File: src/hw/rtl/bitmap_page_run_allocator_core_assert.svh
// Assertion macros shared by the page run allocator RTL.
// Define ASSERT_OFF to compile the checks out; no other dependencies.
`ifndef BITMAP_PAGE_RUN_ALLOCATOR_CORE_ASSERT_SVH
`define BITMAP_PAGE_RUN_ALLOCATOR_CORE_ASSERT_SVH
`ifndef ASSERT_OFF
`define BPRUN_ASSERT(lbl, clk, rst_n, prop, msg) \
    lbl: assert property (@(posedge clk) disable iff (!rst_n) (prop)) else $error(msg);
`define BPRUN_ASSERT_IMP(lbl, clk, rst_n, ante, cons, msg) \
    lbl: assert property (@(posedge clk) disable iff (!rst_n) (ante) |-> (cons)) else $error(msg);
`else
`define BPRUN_ASSERT(lbl, clk, rst_n, prop, msg)
`define BPRUN_ASSERT_IMP(lbl, clk, rst_n, ante, cons, msg)
`endif
`endif

File: src/hw/rtl/bprun_pkg.sv
// Package of the page run allocator: sizes, codes and transaction types.
// Used by every module of the block; depends on nothing.
`timescale 1ns / 1ps
`default_nettype none

package bprun_pkg;

    localparam int MAX_PAGES  = 4096;
    localparam int WORD_BITS  = 64;
    localparam int MAP_WORDS  = MAX_PAGES / WORD_BITS;
    localparam int WORD_IDX_W = $clog2(MAP_WORDS);
    localparam int BIT_IDX_W  = $clog2(WORD_BITS);
    localparam int PAGE_W     = 12;
    localparam int COUNT_W    = 13;
    localparam int NEED_W     = 27;
    localparam int K_W        = 5;
    localparam int FREED_W    = BIT_IDX_W + 1;
    localparam int PADDR_W    = 4;
    localparam int PDATA_W    = 32;

    localparam logic [COUNT_W-1:0] MAX_PAGES_C   = COUNT_W'(MAX_PAGES);
    localparam logic [K_W-1:0]     K_MIN         = 5'd6;
    localparam logic [K_W-1:0]     K_MAX         = 5'd20;
    localparam logic [K_W-1:0]     K_RESET       = 5'd12;

    typedef logic [WORD_BITS-1:0] t_word;

    typedef enum logic {
        OP_ACQUIRE = 1'b0,
        OP_RELEASE = 1'b1
    } t_op;

    typedef enum logic [1:0] {
        ST_OK        = 2'd0,
        ST_NO_RUN    = 2'd1,
        ST_BAD_REQ   = 2'd2,
        ST_BAD_RANGE = 2'd3
    } t_status;

    typedef enum logic [1:0] {
        REG_POOL_ENABLED   = 2'd0,
        REG_PAGES_IN_USE   = 2'd1,
        REG_PAGE_SIZE_LOG2 = 2'd2
    } t_reg_idx;

    typedef struct packed {
        t_op                 operation;
        logic [31:0]         size_bytes;
        logic [PAGE_W-1:0]   release_first_page;
        logic [COUNT_W-1:0]  release_pages;
    } t_in_item;

    typedef struct packed {
        t_status             status;
        logic [PAGE_W-1:0]   first_page;
        logic [COUNT_W-1:0]  granted_pages;
        logic [COUNT_W-1:0]  used_pages;
    } t_out_item;

    typedef struct packed {
        logic [WORD_IDX_W-1:0] word_idx;
        logic [COUNT_W-1:0]    lim;
        logic [COUNT_W-1:0]    run_in;
        logic [COUNT_W-1:0]    need;
        logic [PAGE_W-1:0]     first;
        logic [PAGE_W-1:0]     last;
        logic                  release_op;
    } t_unit_req;

    typedef struct packed {
        logic                  hit;
        logic [BIT_IDX_W-1:0]  hit_pos;
        logic [COUNT_W-1:0]    run_out;
        logic [FREED_W-1:0]    freed;
        t_word                 new_word;
    } t_unit_rsp;

endpackage

`default_nettype wire

File: src/hw/rtl/bprun_map.sv
// Free-page bitmap storage: one word per row, one read and one write port.
// Rows never written read as all free. Depends on bprun_pkg.
`timescale 1ns / 1ps
`default_nettype none

module bprun_map (
    input  wire                              i_clk,
    input  wire                              i_rst_n,
    input  wire [bprun_pkg::WORD_IDX_W-1:0]  i_rd_addr,
    output bprun_pkg::t_word                 o_rd_data,
    input  wire                              i_wr_en,
    input  wire [bprun_pkg::WORD_IDX_W-1:0]  i_wr_addr,
    input  wire bprun_pkg::t_word            i_wr_data
);
    import bprun_pkg::*;

    t_word                r_mem [MAP_WORDS];
    logic [MAP_WORDS-1:0] r_valid;
    t_word                r_rd_data;
    logic                 r_rd_valid;

    always_ff @(posedge i_clk) begin
        if (i_wr_en) begin
            r_mem[i_wr_addr] <= i_wr_data;
        end
        r_rd_data <= r_mem[i_rd_addr];
    end

    always_ff @(posedge i_clk) begin
        if (!i_rst_n) begin
            r_valid    <= '0;
            r_rd_valid <= 1'b0;
        end else begin
            if (i_wr_en) begin
                r_valid[i_wr_addr] <= 1'b1;
            end
            r_rd_valid <= r_valid[i_rd_addr];
        end
    end

    assign o_rd_data = r_rd_valid ? r_rd_data : {WORD_BITS{1'b1}};

endmodule

`default_nettype wire

File: config.mk
export PLATFORM = sky130hd
export DESIGN_NAME = bprun_map
export DESIGN_NICKNAME = d
export VERILOG_FILES = /design/src/hw/rtl/bitmap_page_run_allocator_core_assert.svh /design/src/hw/rtl/bprun_pkg.sv /design/src/hw/rtl/bprun_map.sv
export SDC_FILE = /design/constraint.sdc
export NUM_CORES = 2
export LEC_CHECK = 0
export BUFFER_PORTS_ARGS = -buffer_cell sky130_fd_sc_hd__buf_2
export CAP_MARGIN = 40
export CORE_MARGIN = 3
export CORE_UTILIZATION = 30
export DETAILED_ROUTE_END_ITERATION = 12
export PLACE_DENSITY = 0.51
export SLEW_MARGIN = 10
export SYNTH_ARGS = -nofsm -noshare
export SYNTH_HDL_FRONTEND = slang
export SYNTH_SLANG_ARGS = --single-unit
File: constraint.sdc
create_clock -name i_clk -period 10.95 [get_ports i_clk]
set_clock_uncertainty 0.05 [all_clocks]
set_input_delay 1.095 -clock i_clk [delete_from_list [all_inputs] [get_ports i_clk]]
set_output_delay 1.095 -clock i_clk [all_outputs]
set_load 0.005 [all_outputs]
==> flow_results.org <==
** Worst setup path
- The worst setup path is captured at a flip-flop.
- STA classifies the critical path startpoint as an input pin.
- Cells traversed along the worst timing path :: buf_8 -> buf_12 -> buf_4 -> buf_4 -> mux4_2 -> mux4_2 -> o221a_2
- The largest single stage delay on the critical path is 0.80 ns.
- Data on the critical path is required at its endpoint by approximately 12 ns.
- Start of the worst register-to-register path :: r_mem[36][0]
- Worst setup path class :: input pin to flip-flop
- In this run the critical register-to-register path is captured at r_rd_data[0].
- The slowest stage of the critical path is the sky130_fd_sc_hd__buf_4 cell.
- Counting cells, the worst reg-to-reg path comes to 4.
- Of all nets on the critical path, the largest fanout is 91.
- Signal arrival time at the worst endpoint :: slightly above 5 ns
- Slack of the worst reg-to-reg path :: 8.68 ns

** Synth
- Yosys printed 0 warnings.
- Post-Syn Nets :: 6998
- Counting every instance in the synthesized netlist gives 6919.
- Cell Area, Synth :: about 160000 sq um
- In the synthesized netlist the async set-or-reset flop fraction comes to 0%.
- Area contributors post-synth :: sky130_fd_sc_hd__edfxtp_1, sky130_fd_sc_hd__mux4_2, sky130_fd_sc_hd__mux2i_1
- Most used flip-flop cell after synthesis :: sky130_fd_sc_hd__edfxtp_1
- Synthesized area per cell :: ~23 sq um
- Register area share after synthesis :: approximately four fifths
- Seq cells post-synth :: 4225
- In this run the biggest area consumer among cell types represents 77.1% of the synthesized area.
- Library cell with the largest summed area after synthesis :: sky130_fd_sc_hd__edfxtp_1
- The number of different library cells used by synthesis comes to between 40 and 50.
- Counting flops with a built-in enable in the synthesized netlist gives roughly 4100.

** Floorplan
- Measured along the y axis, the die boundary spans roughly 740 um.
- Pin placement for this block handled roughly 140 I/O pins.
- Die X :: roughly 740 um
- The floorplan step defined a core boundary enclosing roughly 530000 sq um.
- After floorplanning, the core was divided into ~270 placement rows.
- Starting density of the core :: between 30 and 40%
- Die area :: ~540000 sq um

** Min path
- Class of the worst hold path :: input pin to flip-flop
- The path with the worst hold slack has its endpoint at r_mem[46][18].
- WHS Path Cells :: 1
- Start point of the worst min-delay path :: i_wr_data[18]

** Detailed routing
- Met3 WL :: ~36000 um
- Detailed routing placed a total of around 220000 um of wire on met2.
- Met1 WL :: between 150000 and 200000 um
- After detailed routing, the number of vias per cell comes to between 5 and 6.
- The routed design has between 400000 and 500000 um of wire.
- Via count :: around 77000
- Count of TritonRoute iterations in the first routing pass :: 6
- The first routing iteration left 8790 violations.
- Remaining antenna violation count after routing :: 0
- In the final routed layout, each cell accounts on average for 31.5 um.
- The detailed router used layers up to and including met5.
- After detailed routing, the number of remaining DRC violations is 0.

** Layout
- Leaving out fill and tap cells, the most frequent cells in the layout are sky130_fd_sc_hd__edfxtp_1, sky130_fd_sc_hd__mux4_2, sky130_fd_sc_hd__clkbuf_16.
- The finished cells cover between 150000 and 200000 sq um.
- Layout net count :: roughly 7500
- Most common library cell in the layout ignoring fill and taps :: sky130_fd_sc_hd__edfxtp_1
- In the final layout, the share of cells above drive strength 1 is between 20% and 30%.
- Area Growth Syn to Fin :: 16.6%
- At the end of the flow the core is filled with cells to roughly a third.

** Place
- Port buffering added ~140 buffers.
- Before CTS, the worst setup slack after placement is 5.58 ns.
- Routability-driven placement finished with a final weighted congestion of roughly 0.75.
- The wire-length estimate of the detail-placed layout is about 260000 um.
- After detailed placement, the total cell area comes to around 170000 sq um.

** STA
- Final hold violation count :: 0
- Summed negative setup slack over all endpoints :: 0 ns
- Headroom to the max-slew limit came out at approximately a third.
- RSZ-0062 raised after global routing :: no
- Setup slack on the critical path of the routed design comes to 6.57 ns.
- The max-slew violation count is 0.
- Peak Freq :: 228 MHz
- Setup violations remaining at the end of the flow were counted as 0.
- Final clock period utilization by the worst path :: about two fifths
- The routed design could run at a clock period as short as about 4.4 ns.
- At the pin with the least slew margin, the transition time is a little over 1 ns.

** Global routing
- Entering global routing, the biggest net connects roughly 110 pins.
- The number of global-route vias before repair was between 70000 and 80000.
- The first global-routing pass estimated 644000 um of wire.
- The number of antenna violations at the first check in global routing was 79.
- Global route overflow :: 0
- For this run, the total global-route usage over all layers was measured as 16.9%.

** Run status
- Outcome :: completed

** CTS
- Post-CTS setup buffer count :: 0
- In this run, CTS created clock tree buffers numbering between 400 and 500.
- Master cell of the clock root buffer :: sky130_fd_sc_hd__clkbuf_16
- TritonCTS built the clock tree.
- Quantity of hold-fixing buffers added after cts :: 0
- Number of clock sinks :: between 4000 and 5000
- Deepest clock path buffer count :: 4
- Clock Latency Late Sink :: a little under 1 ns
- H-tree depth :: 5
- Number of gates resized after CTS :: 0
- Post-CTS clock slew at the launch and capture registers of the worst setup and hold paths :: 0.06 ns

** Pwr
- Total power per unit cell area :: between 150 and 200 nW/um^2
- The analysis attributes to cell leakage a power of between 50 and 60 nW.
- Peak supply drop :: 133 uV

** Run
- Number of max-cap violations :: 0
[through the flow]
stage	hold slack (ns)	instances	total power, mW
3_3_place_gp	0.391	13900	19.8
6_report	0.322	14800	33.9
4_1_cts	0.231	14800	34.2
5_1_grt	0.273	14800	35.0
2_1_floorplan	0.385	6919	19.1
3_5_place_dp	0.400	14000	19.9
[registers in the layout, summed over array words and instances, names as in the netlist]
name        count
r_rd_valid      1
r_valid        64
r_mem        4096
r_rd_data      64
[Yosys cell counts, types with 34 or more instances]
cell type	count
sky130_fd_sc_hd__a21oi_1	34
sky130_fd_sc_hd__a221oi_1	50
sky130_fd_sc_hd__buf_1	49
sky130_fd_sc_hd__buf_2	118
sky130_fd_sc_hd__buf_4	39
sky130_fd_sc_hd__clkbuf_1	172
sky130_fd_sc_hd__dfxtp_1	129
sky130_fd_sc_hd__edfxtp_1	4096
sky130_fd_sc_hd__mux2_2	111
sky130_fd_sc_hd__mux2i_1	331
sky130_fd_sc_hd__mux4_2	981
sky130_fd_sc_hd__nand2b_1	81
sky130_fd_sc_hd__nor2_1	196
sky130_fd_sc_hd__nor3_1	53
sky130_fd_sc_hd__o21a_1	64
sky130_fd_sc_hd__o21ai_0	34
sky130_fd_sc_hd__o221ai_1	70
sky130_fd_sc_hd__o22ai_1	140
[area by class of cell]
| cell class | instances | area [sq um] |
|---|---|---|
| antenna | 14 | 35.0 |
| clock buffer | 547 | 11300 |
| clock inverter | 245 | 2470 |
| fill | 48300 | 343000 |
| inverter | 2 | 15.0 |
| multi-input combinational | 2301 | 32700 |
| sequential | 4225 | 126000 |
| tap | 6994 | 8750 |
| timing repair buffer | 482 | 5190 |
[report_power, final]
group          internal (mW)  leakage (nW)  switching (mW)
combinational          0.626          13.0           0.957
sequential              17.9          37.9          0.0698
clock                   8.22          6.71            6.20
[worst max-delay path: cells and delay by family]
kind            cells  cell delay [ns]
compound gates      1             0.27
buf+inv             4             2.52
mux                 2             0.89
[worst max-delay path by stage]
stage                         end  slack, ns         start  cells after the start
floorplan            r_mem[40][0]       4.36       i_wr_en                      3
global placement     r_rd_data[2]       5.52  i_rd_addr[2]                      8
detailed placement  r_rd_data[59]       5.58  i_rd_addr[2]                      7
CTS                 o_rd_data[39]       6.39    r_rd_valid                      3
global route        r_rd_data[17]       6.53  i_rd_addr[0]                      7
finish              r_rd_data[59]       6.57  i_rd_addr[2]                      7
[cell families (layout without fill, tap and decap cells)]
group,Yosys count,after routing,share of synthesized area [%]
other,0,14,0
AND/OR/NAND/NOR,410,410,1.25
multiplexers,1423,1423,16.7
buffers and inverters,393,1276,1.17
flip-flops,4225,4225,78.7
AO/OA/AOI/OAI,468,468,2.19
[per-layer routing]
metal	up-vias	track usage, %
met5	-	0
met4	56	3.92
met3	649	3.57
met2	2938	27.6
met1	42400	23.1
li1	30600	-
Note: power is estimated with default switching activity, not from simulation.
